[config.mk]
export PLATFORM = sky130hd
export DESIGN_NAME = energy_meter_monthly_bins
export DESIGN_NICKNAME = d
export VERILOG_FILES = /design/src/rtl/core/emb_pkg.sv /design/src/rtl/core/emb_front.sv /design/src/rtl/core/emb_queue.sv /design/src/rtl/core/emb_back.sv /design/src/rtl/core/energy_meter_monthly_bins.sv
export SDC_FILE = /design/constraint.sdc
export NUM_CORES = 2
export LEC_CHECK = 0
export BUFFER_PORTS_ARGS = -buffer_cell sky130_fd_sc_hd__buf_2
export CAP_MARGIN = 25
export CORE_UTILIZATION = 53
export DETAILED_ROUTE_END_ITERATION = 8
export GPL_TIMING_DRIVEN = 0
export PLACE_DENSITY_LB_ADDON = 0.08
export SYNTH_ARGS = -nofsm -noshare
export SYNTH_HDL_FRONTEND = slang
export SYNTH_SLANG_ARGS = --single-unit
[constraint.sdc]
create_clock -name clk -period 14.64 [get_ports clk]
set_input_delay 2.196 -clock clk [delete_from_list [all_inputs] [get_ports clk]]
set_output_delay 2.196 -clock clk [all_outputs]
set_load 0.03 [all_outputs]
[src/rtl/core/emb_pkg.sv]
`timescale 1ns / 1ps
// shared types, constants and helpers of the monthly energy bin block
package emb_pkg;

	// history depth and slot index width
	localparam int HIST_MONTHS = 16;
	localparam int HIST_IDX_W  = (HIST_MONTHS > 1) ? $clog2(HIST_MONTHS) : 1;

	// request opcodes
	typedef enum logic [1:0] {
		OP_SAMPLE = 2'd0,
		OP_CLEAR  = 2'd1,
		OP_READ   = 2'd2,
		OP_NOP    = 2'd3
	} op_t;

	// configuration register indexes
	typedef enum logic [1:0] {
		CFG_MAX_GAP   = 2'd0,
		CFG_CHECK_MS  = 2'd1,
		CFG_EPOCH_MIN = 2'd2
	} cfg_idx_t;

	// configuration reset values
	localparam logic [15:0] MAX_GAP_RST   = 16'd5000;
	localparam logic [31:0] CHECK_MS_RST  = 32'd60000;
	localparam logic [31:0] EPOCH_MIN_RST = 32'd1700000000;

	// energy kept as quotient and remainder of W*ms over one hour of ms,
	// biased by half an hour so the quotient is already the rounded Wh
	localparam int WH_DIV  = 3600000;
	localparam int WH_HALF = 1800000;
	localparam int REM_W   = 22;
	localparam int QUO_W   = 43;

	// per sample increment: watts magnitude times gap, then split by WH_DIV
	localparam int GAP_W       = 16;
	localparam int WMAG_W      = 15;
	localparam int PROD_W      = GAP_W + WMAG_W;
	localparam int RECIP_W     = 21;
	localparam int RECIP_SHIFT = 42;
	localparam int PM_W        = PROD_W + RECIP_W;
	localparam int INC_Q_W     = PM_W - RECIP_SHIFT;
	localparam logic [RECIP_W-1:0] RECIP = 21'd1221679;

	// biased saturation point of a 64-bit W*ms accumulator
	localparam logic [QUO_W-1:0] E_Q_MAX = 43'd5124095576030;
	localparam logic [REM_W-1:0] E_R_MAX = 22'd3351615;

	// front to back queue
	localparam int QUEUE_DEPTH = 4;

	typedef struct packed {
		logic [15:0] max_gap;
		logic [31:0] check_ms;
		logic [31:0] epoch_min;
	} emb_cfg_t;

	typedef struct packed {
		op_t         op;
		logic        integ;
		logic        due;
		logic        synced;
		logic [31:0] epoch;
		logic [11:0] year;
		logic [3:0]  month;
		logic [3:0]  slot;
	} item_ctl_t;

	typedef struct packed {
		item_ctl_t          ctl;
		logic [INC_Q_W-1:0] inc_q;
		logic [REM_W-1:0]   inc_r;
	} emb_item_t;

	typedef struct packed {
		logic [QUO_W-1:0] q;
		logic [REM_W-1:0] r;
	} acc_t;

	typedef struct packed {
		logic [11:0] year;
		logic [3:0]  month;
		logic [31:0] wh;
	} hist_ent_t;

	localparam acc_t ACC_EMPTY = '{q: '0, r: REM_W'(WH_HALF)};
	localparam acc_t ACC_MAX   = '{q: E_Q_MAX, r: E_R_MAX};

	// rounded quotient to 32-bit Wh, saturating
	function automatic logic [31:0] sat_wh(input logic [QUO_W-1:0] q);
		return (|q[QUO_W-1:32]) ? 32'hFFFF_FFFF : q[31:0];
	endfunction

endpackage

[src/rtl/core/emb_front.sv]
`timescale 1ns / 1ps
// front end: accepts requests, classifies samples, computes the Wh increment
module emb_front (
	input  logic               clk,
	input  logic               arst_n,
	input  logic               in_valid,
	output logic               in_stall,
	input  logic [1:0]         op,
	input  logic [31:0]        now_ms,
	input  logic signed [15:0] watts,
	input  logic [31:0]        epoch_s,
	input  logic [11:0]        year,
	input  logic [3:0]         month,
	input  logic [3:0]         slot,
	input  emb_pkg::emb_cfg_t  cfg,
	input  logic               q_full,
	output logic               q_push,
	output emb_pkg::emb_item_t q_item
);

	localparam int GapW  = emb_pkg::GAP_W;
	localparam int WmagW = emb_pkg::WMAG_W;
	localparam int ProdW = emb_pkg::PROD_W;
	localparam int PmW   = emb_pkg::PM_W;
	localparam int IncQW = emb_pkg::INC_Q_W;
	localparam int RemW  = emb_pkg::REM_W;

	logic [31:0] last_sample_q;
	logic [31:0] last_check_q;

	logic [31:0] gap;
	logic [31:0] since_check;
	logic        sample_op;
	logic        w_pos;
	logic        integ;
	logic        due;
	logic        accept;
	logic        free1, free2, free3;
	logic        adv1, adv2, adv3;
	emb_pkg::item_ctl_t ctl_in;

	logic                 v_s1, v_s2, v_s3;
	emb_pkg::item_ctl_t   ctl_s1, ctl_s2, ctl_s3;
	logic [GapW-1:0]      gap_s1;
	logic [WmagW-1:0]     wmag_s1;
	logic [ProdW-1:0]     prod_s2, prod_s3;
	logic [IncQW-1:0]     qest_s3;

	logic [PmW-1:0]       prod_m;
	logic [31:0]          r_est;
	logic                 r_over;

	// sample classification against the last sample and last check times
	always_comb begin
		sample_op   = (emb_pkg::op_t'(op) == emb_pkg::OP_SAMPLE);
		gap         = now_ms - last_sample_q;
		since_check = now_ms - last_check_q;
		w_pos       = !watts[15] && (watts != '0);
		integ       = sample_op && (last_sample_q != '0) && (gap != '0)
			&& (gap <= {16'd0, cfg.max_gap}) && w_pos;
		due         = (since_check >= cfg.check_ms);
	end

	always_comb begin
		ctl_in.op     = emb_pkg::op_t'(op);
		ctl_in.integ  = integ;
		ctl_in.due    = due;
		ctl_in.synced = (epoch_s > cfg.epoch_min);
		ctl_in.epoch  = epoch_s;
		ctl_in.year   = year;
		ctl_in.month  = month;
		ctl_in.slot   = slot;
	end

	// stage advance chain, backed up by the queue
	always_comb begin
		free3    = !v_s3 || !q_full;
		adv3     = v_s3 && !q_full;
		free2    = !v_s2 || free3;
		adv2     = v_s2 && free3;
		free1    = !v_s1 || free2;
		adv1     = v_s1 && free2;
		in_stall = !free1;
		accept   = in_valid && free1;
	end

	// sample and check timestamps
	always_ff @(posedge clk or negedge arst_n) begin
		if (!arst_n) begin
			last_sample_q <= '0;
			last_check_q  <= '0;
		end else if (accept && sample_op) begin
			last_sample_q <= now_ms;
			if (integ && due) begin
				last_check_q <= now_ms;
			end
		end
	end

	// stage valid flags
	always_ff @(posedge clk or negedge arst_n) begin
		if (!arst_n) begin
			v_s1 <= 1'b0;
			v_s2 <= 1'b0;
			v_s3 <= 1'b0;
		end else begin
			if (accept) begin
				v_s1 <= 1'b1;
			end else if (adv1) begin
				v_s1 <= 1'b0;
			end
			if (adv1) begin
				v_s2 <= 1'b1;
			end else if (adv2) begin
				v_s2 <= 1'b0;
			end
			if (adv2) begin
				v_s3 <= 1'b1;
			end else if (adv3) begin
				v_s3 <= 1'b0;
			end
		end
	end

	// reciprocal estimate of the hour quotient
	always_comb begin
		prod_m = PmW'(prod_s2) * PmW'(emb_pkg::RECIP);
	end

	// stage payloads: classify, multiply, quotient estimate
	always_ff @(posedge clk) begin
		if (accept) begin
			ctl_s1  <= ctl_in;
			gap_s1  <= gap[GapW-1:0];
			wmag_s1 <= watts[WmagW-1:0];
		end
		if (adv1) begin
			ctl_s2  <= ctl_s1;
			prod_s2 <= ProdW'(gap_s1) * ProdW'(wmag_s1);
		end
		if (adv2) begin
			ctl_s3  <= ctl_s2;
			prod_s3 <= prod_s2;
			qest_s3 <= prod_m[emb_pkg::RECIP_SHIFT +: IncQW];
		end
	end

	// remainder and one step of correction
	always_comb begin
		r_est  = 32'(prod_s3) - (32'(qest_s3) * 32'(emb_pkg::WH_DIV));
		r_over = (r_est >= 32'(emb_pkg::WH_DIV));
		q_push       = adv3;
		q_item.ctl   = ctl_s3;
		q_item.inc_q = r_over ? (qest_s3 + IncQW'(1)) : qest_s3;
		q_item.inc_r = r_over ? RemW'(r_est - 32'(emb_pkg::WH_DIV)) : RemW'(r_est);
	end

endmodule

[src/rtl/core/emb_queue.sv]
`timescale 1ns / 1ps
// short request queue between front end and back end
module emb_queue (
	input  logic               clk,
	input  logic               arst_n,
	input  logic               push,
	input  emb_pkg::emb_item_t push_item,
	output logic               full,
	input  logic               pop,
	output logic               not_empty,
	output emb_pkg::emb_item_t pop_item
);

	localparam int Depth = emb_pkg::QUEUE_DEPTH;
	localparam int PtrW  = (Depth > 1) ? $clog2(Depth) : 1;
	localparam int CntW  = $clog2(Depth + 1);

	emb_pkg::emb_item_t items_q [Depth];
	logic [PtrW-1:0]    wr_q;
	logic [PtrW-1:0]    rd_q;
	logic [CntW-1:0]    cnt_q;

	// status
	always_comb begin
		full      = (cnt_q == CntW'(Depth));
		not_empty = (cnt_q != '0);
		pop_item  = items_q[rd_q];
	end

	// pointers and fill count
	always_ff @(posedge clk or negedge arst_n) begin
		if (!arst_n) begin
			wr_q  <= '0;
			rd_q  <= '0;
			cnt_q <= '0;
		end else begin
			if (push) begin
				wr_q <= (wr_q == PtrW'(Depth - 1)) ? '0 : wr_q + PtrW'(1);
			end
			if (pop) begin
				rd_q <= (rd_q == PtrW'(Depth - 1)) ? '0 : rd_q + PtrW'(1);
			end
			if (push && !pop) begin
				cnt_q <= cnt_q + CntW'(1);
			end else if (pop && !push) begin
				cnt_q <= cnt_q - CntW'(1);
			end
		end
	end

	// storage
	always_ff @(posedge clk) begin
		if (push) begin
			items_q[wr_q] <= push_item;
		end
	end

	a_cnt_bound: assert property (@(posedge clk) disable iff (!arst_n)
		cnt_q <= CntW'(Depth))
		else $error("queue count beyond depth");

	a_no_overrun: assert property (@(posedge clk) disable iff (!arst_n)
		push |-> !full)
		else $error("push into full queue");

endmodule

[src/rtl/core/emb_back.sv]
`timescale 1ns / 1ps
// back end: accumulators, month tracking, history and the result register
module emb_back (
	input  logic               clk,
	input  logic               arst_n,
	input  logic               q_valid,
	input  emb_pkg::emb_item_t q_item,
	output logic               q_pop,
	output logic               out_valid,
	input  logic               out_stall,
	output logic [31:0]        current_wh,
	output logic [31:0]        lifetime_wh,
	output logic [31:0]        start_epoch,
	output logic [11:0]        cur_year,
	output logic [3:0]         cur_month,
	output logic               rolled_over,
	output logic [11:0]        hist_year,
	output logic [3:0]         hist_month,
	output logic [31:0]        hist_wh
);

	localparam int Hist  = emb_pkg::HIST_MONTHS;
	localparam int IdxW  = emb_pkg::HIST_IDX_W;
	localparam int RemW  = emb_pkg::REM_W;
	localparam int QuoW  = emb_pkg::QUO_W;
	localparam int RsW   = RemW + 1;
	localparam int IncQW = emb_pkg::INC_Q_W;

	// add an increment to a biased quotient/remainder pair, saturating
	function automatic emb_pkg::acc_t acc_add(
		input emb_pkg::acc_t     a,
		input logic [IncQW-1:0]  iq,
		input logic [RemW-1:0]   ir
	);
		logic [RsW-1:0] r_sum;
		logic           carry;
		emb_pkg::acc_t  s;
		r_sum = {1'b0, a.r} + {1'b0, ir};
		carry = (r_sum >= RsW'(emb_pkg::WH_DIV));
		s.r   = carry ? RemW'(r_sum - RsW'(emb_pkg::WH_DIV)) : RemW'(r_sum);
		s.q   = a.q + QuoW'(iq) + QuoW'(carry);
		if ((s.q > emb_pkg::E_Q_MAX) || ((s.q == emb_pkg::E_Q_MAX) && (s.r > emb_pkg::E_R_MAX))) begin
			s = emb_pkg::ACC_MAX;
		end
		return s;
	endfunction

	emb_pkg::acc_t      mon_q, life_q;
	logic [31:0]        first_q;
	logic [11:0]        ty_q;
	logic [3:0]         tm_q;
	emb_pkg::hist_ent_t hist_q [Hist];

	emb_pkg::acc_t      mon_d, life_d, mon_sum;
	logic [31:0]        first_d;
	logic [11:0]        ty_d;
	logic [3:0]         tm_d;
	emb_pkg::hist_ent_t hist_d [Hist];
	emb_pkg::hist_ent_t hrd;
	logic               rolled_d;
	logic               take;
	emb_pkg::item_ctl_t c;

	logic        out_v_q;
	logic [31:0] cur_wh_q, life_wh_q, start_q;
	logic [11:0] cy_q, hy_q;
	logic [3:0]  cm_q, hm_q;
	logic        rolled_q;
	logic [31:0] hw_q;

	// take a queued request when the result register is free
	always_comb begin
		take  = q_valid && (!out_v_q || !out_stall);
		q_pop = take;
		c     = q_item.ctl;
	end

	// execute one request
	always_comb begin
		mon_d    = mon_q;
		life_d   = life_q;
		first_d  = first_q;
		ty_d     = ty_q;
		tm_d     = tm_q;
		hist_d   = hist_q;
		hrd      = '0;
		rolled_d = 1'b0;
		mon_sum  = acc_add(mon_q, q_item.inc_q, q_item.inc_r);
		if (take) begin
			case (c.op)
				emb_pkg::OP_SAMPLE: begin
					if (c.integ) begin
						mon_d  = mon_sum;
						life_d = acc_add(life_q, q_item.inc_q, q_item.inc_r);
						if ((first_q == '0) && c.synced) begin
							first_d = c.epoch;
						end
						if (c.due && c.synced) begin
							if (ty_q == '0) begin
								ty_d = c.year;
								tm_d = c.month;
							end else if ((c.year != ty_q) || (c.month != tm_q)) begin
								for (int i = 0; i < Hist - 1; i++) begin
									hist_d[i] = hist_q[i + 1];
								end
								hist_d[Hist-1].year  = ty_q;
								hist_d[Hist-1].month = tm_q;
								hist_d[Hist-1].wh    = emb_pkg::sat_wh(mon_sum.q);
								mon_d    = emb_pkg::ACC_EMPTY;
								ty_d     = c.year;
								tm_d     = c.month;
								rolled_d = 1'b1;
							end
						end
					end
				end
				emb_pkg::OP_CLEAR: begin
					mon_d   = emb_pkg::ACC_EMPTY;
					life_d  = emb_pkg::ACC_EMPTY;
					first_d = '0;
					ty_d    = '0;
					tm_d    = '0;
					for (int i = 0; i < Hist; i++) begin
						hist_d[i] = '0;
					end
				end
				emb_pkg::OP_READ: begin
					if (32'(c.slot) < 32'(Hist)) begin
						hrd = hist_q[IdxW'(c.slot)];
					end
				end
				default: begin
				end
			endcase
		end
	end

	// block state
	always_ff @(posedge clk or negedge arst_n) begin
		if (!arst_n) begin
			mon_q   <= emb_pkg::ACC_EMPTY;
			life_q  <= emb_pkg::ACC_EMPTY;
			first_q <= '0;
			ty_q    <= '0;
			tm_q    <= '0;
			for (int i = 0; i < Hist; i++) begin
				hist_q[i] <= '0;
			end
		end else begin
			mon_q   <= mon_d;
			life_q  <= life_d;
			first_q <= first_d;
			ty_q    <= ty_d;
			tm_q    <= tm_d;
			hist_q  <= hist_d;
		end
	end

	// result valid
	always_ff @(posedge clk or negedge arst_n) begin
		if (!arst_n) begin
			out_v_q <= 1'b0;
		end else if (take) begin
			out_v_q <= 1'b1;
		end else if (!out_stall) begin
			out_v_q <= 1'b0;
		end
	end

	// result payload
	always_ff @(posedge clk) begin
		if (take) begin
			cur_wh_q  <= emb_pkg::sat_wh(mon_d.q);
			life_wh_q <= emb_pkg::sat_wh(life_d.q);
			start_q   <= first_d;
			cy_q      <= ty_d;
			cm_q      <= tm_d;
			rolled_q  <= rolled_d;
			hy_q      <= hrd.year;
			hm_q      <= hrd.month;
			hw_q      <= hrd.wh;
		end
	end

	assign out_valid   = out_v_q;
	assign current_wh  = cur_wh_q;
	assign lifetime_wh = life_wh_q;
	assign start_epoch = start_q;
	assign cur_year    = cy_q;
	assign cur_month   = cm_q;
	assign rolled_over = rolled_q;
	assign hist_year   = hy_q;
	assign hist_month  = hm_q;
	assign hist_wh     = hw_q;

	a_rem_bound: assert property (@(posedge clk) disable iff (!arst_n)
		(mon_q.r < RemW'(emb_pkg::WH_DIV)) && (life_q.r < RemW'(emb_pkg::WH_DIV)))
		else $error("accumulator remainder out of range");

	a_life_ge_month: assert property (@(posedge clk) disable iff (!arst_n)
		{life_q.q, life_q.r} >= {mon_q.q, mon_q.r})
		else $error("lifetime energy below month energy");

	a_roll_clears: assert property (@(posedge clk) disable iff (!arst_n)
		(out_v_q && rolled_q) |-> (cur_wh_q == '0))
		else $error("month total not cleared on rollover");

endmodule

[src/rtl/core/energy_meter_monthly_bins.sv]
`timescale 1ns / 1ps
// top level of the power sample energy integrator with monthly history bins
//
//   channel   handshake              payload
//   input     in_valid / in_stall    op, now_ms, watts, epoch_s, year, month, slot
//   result    out_valid / out_stall  current_wh .. hist_wh, one per request
//   config    cfg_valid / cfg_ready  cfg_index, cfg_data
//
// one request per clock sustained while out_stall stays low; a taken request passes
// through the three front stages, the queue and the result register before its result shows
// reset clears all energy, dates and history and loads the configuration defaults
// out_stall holds the result; the front keeps taking requests until its three
// stages and the four-entry queue are full, then raises in_stall
// cfg_ready is always high
module energy_meter_monthly_bins (
	input  logic               clk,
	input  logic               arst_n,
	input  logic               in_valid,
	output logic               in_stall,
	input  logic [1:0]         op,
	input  logic [31:0]        now_ms,
	input  logic signed [15:0] watts,
	input  logic [31:0]        epoch_s,
	input  logic [11:0]        year,
	input  logic [3:0]         month,
	input  logic [3:0]         slot,
	output logic               out_valid,
	input  logic               out_stall,
	output logic [31:0]        current_wh,
	output logic [31:0]        lifetime_wh,
	output logic [31:0]        start_epoch,
	output logic [11:0]        cur_year,
	output logic [3:0]         cur_month,
	output logic               rolled_over,
	output logic [11:0]        hist_year,
	output logic [3:0]         hist_month,
	output logic [31:0]        hist_wh,
	input  logic               cfg_valid,
	output logic               cfg_ready,
	input  logic [1:0]         cfg_index,
	input  logic [31:0]        cfg_data
);

	emb_pkg::emb_cfg_t  cfg_q;
	logic               q_full;
	logic               q_push;
	logic               q_pop;
	logic               q_valid;
	emb_pkg::emb_item_t push_item;
	emb_pkg::emb_item_t pop_item;

	assign cfg_ready = 1'b1;

	// configuration registers
	always_ff @(posedge clk or negedge arst_n) begin
		if (!arst_n) begin
			cfg_q.max_gap   <= emb_pkg::MAX_GAP_RST;
			cfg_q.check_ms  <= emb_pkg::CHECK_MS_RST;
			cfg_q.epoch_min <= emb_pkg::EPOCH_MIN_RST;
		end else if (cfg_valid && cfg_ready) begin
			case (emb_pkg::cfg_idx_t'(cfg_index))
				emb_pkg::CFG_MAX_GAP:   cfg_q.max_gap   <= cfg_data[15:0];
				emb_pkg::CFG_CHECK_MS:  cfg_q.check_ms  <= cfg_data;
				emb_pkg::CFG_EPOCH_MIN: cfg_q.epoch_min <= cfg_data;
				default: begin
				end
			endcase
		end
	end

	// request intake and increment arithmetic
	emb_front u_front (
		.clk      (clk),
		.arst_n   (arst_n),
		.in_valid (in_valid),
		.in_stall (in_stall),
		.op       (op),
		.now_ms   (now_ms),
		.watts    (watts),
		.epoch_s  (epoch_s),
		.year     (year),
		.month    (month),
		.slot     (slot),
		.cfg      (cfg_q),
		.q_full   (q_full),
		.q_push   (q_push),
		.q_item   (push_item)
	);

	// decoupling queue
	emb_queue u_queue (
		.clk       (clk),
		.arst_n    (arst_n),
		.push      (q_push),
		.push_item (push_item),
		.full      (q_full),
		.pop       (q_pop),
		.not_empty (q_valid),
		.pop_item  (pop_item)
	);

	// execution and results
	emb_back u_back (
		.clk         (clk),
		.arst_n      (arst_n),
		.q_valid     (q_valid),
		.q_item      (pop_item),
		.q_pop       (q_pop),
		.out_valid   (out_valid),
		.out_stall   (out_stall),
		.current_wh  (current_wh),
		.lifetime_wh (lifetime_wh),
		.start_epoch (start_epoch),
		.cur_year    (cur_year),
		.cur_month   (cur_month),
		.rolled_over (rolled_over),
		.hist_year   (hist_year),
		.hist_month  (hist_month),
		.hist_wh     (hist_wh)
	);

endmodule

Yosys cells after proc, flatten, opt, wreduce, memory -nomap -nowiden
Memory sizes are Yosys's and may differ from the RTL's.
Cells that the tools add are included.
Widths: inputs -> output; s select.
- $add $sub $neg: 17
- multiply operators: 3
- divide/modulo/power cells: 0
- $lt $le $gt $ge: 11
- equal/unequal tests: 16
- shift operators: 0
- mux-type cells: 55
- bitwise operators: 4
- reduce and logical (&&, ||, !) cells: 59
- operators by type and width (kind ; count):
    $mux 768 ; 4
    $pmux 768 s2 ; 1
    $mux 65 ; 9
    $pmux 65 s2 ; 2
    $bmux 48 s4 ; 1
    $mux 32 ; 4
    $mux 48 ; 2
    $add 43x1->43 ; 2
    $add 43x10->43 ; 2
    $eq 43x43->1 const B ; 2
    $gt 43x43->1 const B ; 2
    $mux 22 ; 3
    $sub 22x22->22 const B ; 3
    $pmux 32 s2 ; 1
    $reduce_bool 32->1 ; 2
    $sub 32x32->32 ; 2
    $mux 12 ; 5
    $mul 31x21->52 const B ; 1
    $add 22x22->23 ; 2
    $ge 23x22->1 const B ; 2
    $gt 22x22->1 const B ; 2
    $reduce_or 11->1 ; 3
    $ge 32x22->1 const B ; 1
    $ge 32x32->1 ; 1
    other kinds (39) ; 106
- register bits: 1536
- latch bits: 0
- memory bits (writable): 356
- ROM bits: 0
- input bits: 141
- memories kept: 1
- memories (name ; depth ; bits a word ; rd ports ; clocked after memory_dff ; write ports ; RTL line ; text):
    u_queue.items_q ; 4 ; 89 ; 1 ; 0 ; 1 ; emb_queue.sv:18 ; emb_pkg::emb_item_t items_q [Depth];

Longest topological paths before layout
An unclocked memory read counts as a cell.
- depth in word-level cells: 15
- gate-level depth with buffers: 43
- depth with buffers taken out: 35

Modules after synthesis
Synthesis repeated with hierarchy kept, for this count alone.
- cells, all modules: 10238
- area, all modules: 112076.2 sq um
- by module, submodules not included (module ; instances ; cells each ; area an instance (sq um)):
    emb_back ; 1 ; 5942 ; 57194.9
    emb_front ; 1 ; 3622 ; 38498.2
    emb_queue ; 1 ; 502 ; 13347.8
    energy_meter_monthly_bins ; 1 ; 172 ; 3035.4

Worst setup path before layout
No wires, ideal clock.
- path type: reg-to-reg
- start point: reg u_queue.rd_q[0]
- end point: reg u_back.life_wh_q[18], in the netlist u_back.lifetime_wh[18] (data pin)
- arrival: 10.367 ns
- data required time: 14.379 ns
- slack: 4.012 ns
- cell stages (with the launch flop): 37
- clock period less this slack: 10.628 ns
- path through: dfrtp_1 -> clkbuf_1 -> buf_1 -> buf_1 -> clkbuf_1 -> clkbuf_1 -> buf_1 -> mux4_2 -> ha_1 -> fa_1 -> a21oi_1 -> o211ai_1 -> o211ai_1 -> o211ai_1 -> a311oi_1 -> o21ai_1 -> a211oi_1 -> a21o_1 -> inv_2 -> fa_1 -> fa_1 -> a21oi_1 -> o211a_1 -> o21a_1 -> nor3_1 -> and3_1 -> nor2b_1 -> xor2_1 -> nor4_1 -> nand4_1 -> or4_1 -> a2111o_1 -> o21ai_2 -> buf_2 -> a41oi_1 -> nor2_1 -> o21ai_1
- cells in the longest elaborated chain, start to end: 12
- elaborated cells on any way between the ends: 19
- classes of those cells: add/sub: 4; order compare: 3; eq/ne: 2; mux: 5; reduce/logical: 4; memory: 1
- ends and longest elaborated chain (what ; RTL line ; text):
    start: declaration ; emb_queue.sv:20 ; logic [PtrW-1:0] rd_q;
    start signal: assignment ; emb_queue.sv:41 ; rd_q <= (rd_q == PtrW'(Depth - 1)) ? '0 : rd_q + PtrW'(1);
    $mem_v2 4x89 (*) ; -- ;
    parallel branches: the longest is 8 deep, another holds $add 43x1->43 ; -- ;
    $pmux 65 s2 (*) ; emb_back.sv:90 ; case (c.op)
    $mux 65 (*) ; emb_back.sv:89 ; if (take) begin
    $reduce_or 11->1 ; emb_pkg.sv:92 ; return (|q[QUO_W-1:32]) ? 32'hFFFF_FFFF : q[31:0];
    end signal: assignment ; emb_back.sv:174 ; life_wh_q <= emb_pkg::sat_wh(life_d.q);
    end: declaration ; emb_back.sv:65 ; logic [31:0] cur_wh_q, life_wh_q, start_q;
Mark *: on every way between the ends. The select of a mux whose other input is x is not followed.
A chain may end at the register's enable or synchronous reset.

==> flow_results.org <==
** STA
- The worst path uses slightly above 90% of the clock period.
- Worst slew slack as a fraction of its limit :: between 20 and 25%
- The clock arrives with 49.0 ps of skew.
- Final Hold Fails :: 0
- Final hold slack :: 407 ps
- Shortest period the worst path allows :: 13680 ps
- Setup repair after global routing left no endpoint under its margin.
- The final-report max-slew violation count came to 0.
- For the pin with the worst max-slew slack, the measured transition is 1190 ps.
- Setup violations remaining at the end of the flow were counted as 0.
- Accumulated negative setup slack :: 0 ps
- F_max :: 0.0731 GHz

** Floorplan
- Standard-cell row count :: 164
- Chip Width :: ~450 um
- Height of the chip :: 450 um
- Once the floorplan was initialized, standard cells occupied between 50 and 60% of the core.
- Total die area :: 0.203 mm^2
- The core region is 0.200 mm^2.
- Pin placement for this block handled 305 I/O pins.

** Logic synthesis
- Portion of synthesized cell area occupied by the leading cell type :: 24.8%
- Cell area after technology mapping :: 0.107 mm^2
- Largest area contributor in the synthesized netlist :: sky130_fd_sc_hd__dfrtp_1
- The most used flip-flop cell after synthesis is sky130_fd_sc_hd__dfrtp_1.
- Dominant cells by area after synthesis :: sky130_fd_sc_hd__dfrtp_1 25%, sky130_fd_sc_hd__edfxtp_1 22%, sky130_fd_sc_hd__fa_1 8.6%
- Post-synthesis xor/xnor area fraction :: 2.17%
- Multiplexer cells account for about 7.6% of the synthesized area.
- Summing the sequential cell areas from Yosys gives 48.2% of the chip area.
- Cells after Synth :: between 8000 and 9000
- Top-count cell post-synth :: sky130_fd_sc_hd__dfrtp_1
- The synthesized netlist devotes 13.8% of its cell area to compound gates.
- Of the total synthesized cell area, the portion taken by full adders, half adders and majority gates is between 10% and 20%.
- Number of flops mapped to enable cells by yosys :: 791
- Count of state elements after synthesis :: about 1900
- Post-synthesis net count :: 9750
- Share of flip-flops with an asynchronous set or reset after synthesis :: 58.2%
- After Yosys synthesis, and, or, nand and nor cells account for 7.35% of the synthesized area.
- Most instantiated cells after synthesis :: 1054 x sky130_fd_sc_hd__dfrtp_1, 815 x sky130_fd_sc_hd__a22o_1, 811 x sky130_fd_sc_hd__inv_1
- The Yosys step of the flow raised 0 warnings.
- By area, the combinational part of the netlist is dominated by adder cells.
- The average instance in the mapped netlist occupies roughly 13 um^2.
- The synthesized netlist contains 107 unique library cells.

** Placement
- Last weighted congestion value of the routability-driven placer :: 0.922
- The wire-length estimate of the detail-placed layout is 219 mm.
- Once placement finished, the instance area stood at 0.112 mm^2.
- In this run the tool buffered the top-level ports with 303 buffer cells.

** Route
- The pre-antenna-repair detailed-routing pass consisted of 6 iterations.
- In this run the remaining antenna-violating nets after routing total 0.
- For this block, the initial DRC count from the detailed router was 4988.
- Average vias per placed instance :: 5.96
- Final wirelength :: 283 mm
- For this run, design rule violations remaining after detail routing come to 0.
- Wire per inst :: 23.8 um
- Detailed routing inserted a total of 70781 vias.

** Global route
- Antenna violations before repair :: 27
- The first global-routing pass estimated between 400 and 500 mm of wire.
- Across every metal layer, demand over resource in global routing totals 28.1%.
- Number of global-route vias before repair :: 72313
- The total overflow left after global routing is 0.
- Maximum number of pins on one net before global-route repair :: 172

** Worst setup path
- Of all nets on the critical path, the largest fanout is 10.
- On the critical path the largest part of the delay comes from compound AO/OA/AOI/OAI gates.
- Buffer and inverter count on the worst path :: 10
- Kind of end point of the critical path :: flop
- Peak per-stage delay on the critical path :: 780 ps
- Kind of critical path :: reg2reg
- Source of the worst register-to-register timing path :: u_queue.rd_q[0]$_DFFE_PN0P_
- Cell with the most instances on the worst path :: sky130_fd_sc_hd__clkbuf_2
- The worst setup path is launched from a flop.
- At the worst endpoint, the required time is 15340 ps.
- Data arrives at the worst endpoint at 14380 ps.
- Timing startpoint of the critical path :: u_queue.rd_q[0]$_DFFE_PN0P_
- Slowest stage cell, crit path :: sky130_fd_sc_hd__o31ai_2

** Run
- Number of maximum-capacitance constraint violations :: 0

** Clock network
- Clock tree synthesis inserted a total of 199 buffers.
- Clock tree synthesis selected as its root buffer the cell sky130_fd_sc_hd__clkbuf_16.
- The clock tree synthesis step divided the H-tree into 4 levels.
- Counting every sink on the clock net gives between 1500 and 2000.
- After clock tree synthesis, the clock-pin slew on the worst setup and hold paths is 60 ps.
- TritonCTS built the clock tree.
- Worst-skew pair later-pin latency :: 850 ps
- Worst-case clock buffer depth :: 3

** Final layout
- The finished cells cover 0.119 mm^2.
- Share of cells above drive strength 1 :: 12.6%
- The sequential cells in the finished layout cover a total of 0.0514 mm^2.
- For this run, the post-layout net count is 10297.
- Cells fill 59.5% of the core in the end.
- Summing all multi-input logic gate instances after layout gives just over 0.05 mm^2.
- The filler cells instantiated in the layout total 16163.
- Area growth syn-to-layout :: 11.6%

** Worst hold path
- Worst hold path type :: reg2reg
- Start point of the worst hold path :: u_front.ctl_s2[55]$_DFFE_PP_

** Status
- Status :: finished clean
[per-layer routing]
layer  global-route usage [%]  wire length, um  up-vias
li1                         -                -    32275
met1                     38.1           121000    36099
met2                     46.9           138000     1951
met3                     3.80            14500      440
met4                     9.22             9690       16
met5                        0              118        -
[worst register-to-register path, delay by kind of cell (launching register included)]
| family | cells | cell delay, ps |
|---|---|---|
| adder cells (fa/ha/maj) | 3 | 930 |
| AND/OR/NAND/NOR | 7 | 2260 |
| buffers and inverters | 10 | 3970 |
| XOR/XNOR | 1 | 180 |
| AO/OA/AOI/OAI | 13 | 5170 |
| multiplexers | 1 | 690 |
| flip-flops | 1 | 360 |
[cell type report]
type	count	share of cell area, %
Antenna cell	8	0.0168
Buffer	433	1.41
Clock buffer	267	4.61
Clock inverter	108	0.916
Inverter	812	2.57
Multi-Input combinational cell	5347	42.5
Sequential cell	1892	43.2
Tap cell	2656	2.80
Timing Repair Buffer	346	1.98
[per-stage QoR]
step                setup slack (ps)  instances
detailed placement              -515      11484
CTS                             18.4      11859
floorplan                       4010       8484
finish                           961      11869
global placement              -12660      11443
global route                     283      11865
[placed cells by master, fill, tap and decap left out, types with 50 or more instances in the layout]
| cell type | count |
|---|---|
| sky130_fd_sc_hd__mux2_2 | 74 |
| sky130_fd_sc_hd__and2_1 | 134 |
| sky130_fd_sc_hd__nand2_1 | 492 |
| sky130_fd_sc_hd__xnor2_1 | 181 |
| sky130_fd_sc_hd__nor4_1 | 50 |
| sky130_fd_sc_hd__edfxtp_1 | 791 |
| sky130_fd_sc_hd__xor2_1 | 79 |
| sky130_fd_sc_hd__a211oi_1 | 128 |
| sky130_fd_sc_hd__buf_2 | 325 |
| sky130_fd_sc_hd__mux4_2 | 279 |
| sky130_fd_sc_hd__nand2b_1 | 97 |
| sky130_fd_sc_hd__a21oi_1 | 250 |
| sky130_fd_sc_hd__nor2_1 | 216 |
| sky130_fd_sc_hd__clkbuf_16 | 203 |
| sky130_fd_sc_hd__mux2i_1 | 60 |
| sky130_fd_sc_hd__nand4_1 | 65 |
| sky130_fd_sc_hd__o21ai_0 | 262 |
| sky130_fd_sc_hd__inv_1 | 810 |
| sky130_fd_sc_hd__and3_1 | 55 |
| sky130_fd_sc_hd__nor2b_1 | 93 |
| sky130_fd_sc_hd__nor3_1 | 94 |
| sky130_fd_sc_hd__dfrtp_1 | 1054 |
| sky130_fd_sc_hd__ha_1 | 669 |
| sky130_fd_sc_hd__a21o_1 | 107 |
| sky130_fd_sc_hd__fa_1 | 456 |
| sky130_fd_sc_hd__a22o_1 | 815 |
| sky130_fd_sc_hd__nand3_1 | 116 |
| sky130_fd_sc_hd__clkbuf_1 | 402 |
[worst paths after layout]
| check | cells after the start | to | slack [ps] |
|---|---|---|---|
| min | 0 | u_front.q_item[87]$_DFFE_PP_ | 410 |
| max | 35 | u_back.current_wh[30]$_SDFFCE_PP1P_ | 960 |
| min in group asynchronous | 1 | u_back.hist_q[712]$_DFFE_PN0P_ | 1420 |
| min reg2reg | 0 | u_front.q_item[87]$_DFFE_PP_ | 410 |
| max in group asynchronous | 4 | u_front.last_sample_q[2]$_DFFE_PN0P_ | 10470 |
| max reg2reg | 35 | u_back.current_wh[30]$_SDFFCE_PP1P_ | 960 |
[state kept, by name, indices dropped and copies added, names as in the netlist, 12 cells and up]
register and cells:
u_back.first_q 32, u_front.gap_s1 16, u_front.ctl_s2 57, u_back.cur_year 12
u_back.start_epoch 32, u_front.last_sample_q 32, u_back.mon_q 65, u_front.prod_s2 31
u_front.prod_s3 31, u_front.ctl_s1 57, u_back.current_wh 32, u_front.q_item 57
u_front.last_check_q 32, u_back.lifetime_wh 32, u_front.wmag_s1 15, u_queue.items_q 356
u_back.hist_wh 32, u_back.ty_q 12, cfg_q 80, u_back.hist_q 768
u_back.hist_year 12, u_back.life_q 65
[what timing repair did]
action / CTS / global route
hold endpoints to repair: 0 / 0
endpoints found under the setup margin: 40 / 121
setup buffers: 0 / 0
resized for setup: 4 / 3
hold buffers: 0 / 0
[cells by family after synthesis]
| logic type | count (synthesis) |
|---|---|
| compound gates | 1969 |
| xor+xnor | 262 |
| fa+ha+maj | 1125 |
| buf+inv | 1245 |
| flops | 1892 |
| mux | 443 |
| other cells | 1 |
| simple gates | 1547 |
Power is left out: the tool's default activity adds up to more than one toggle a clock period on the data nets, which glitch-free logic cannot reach.
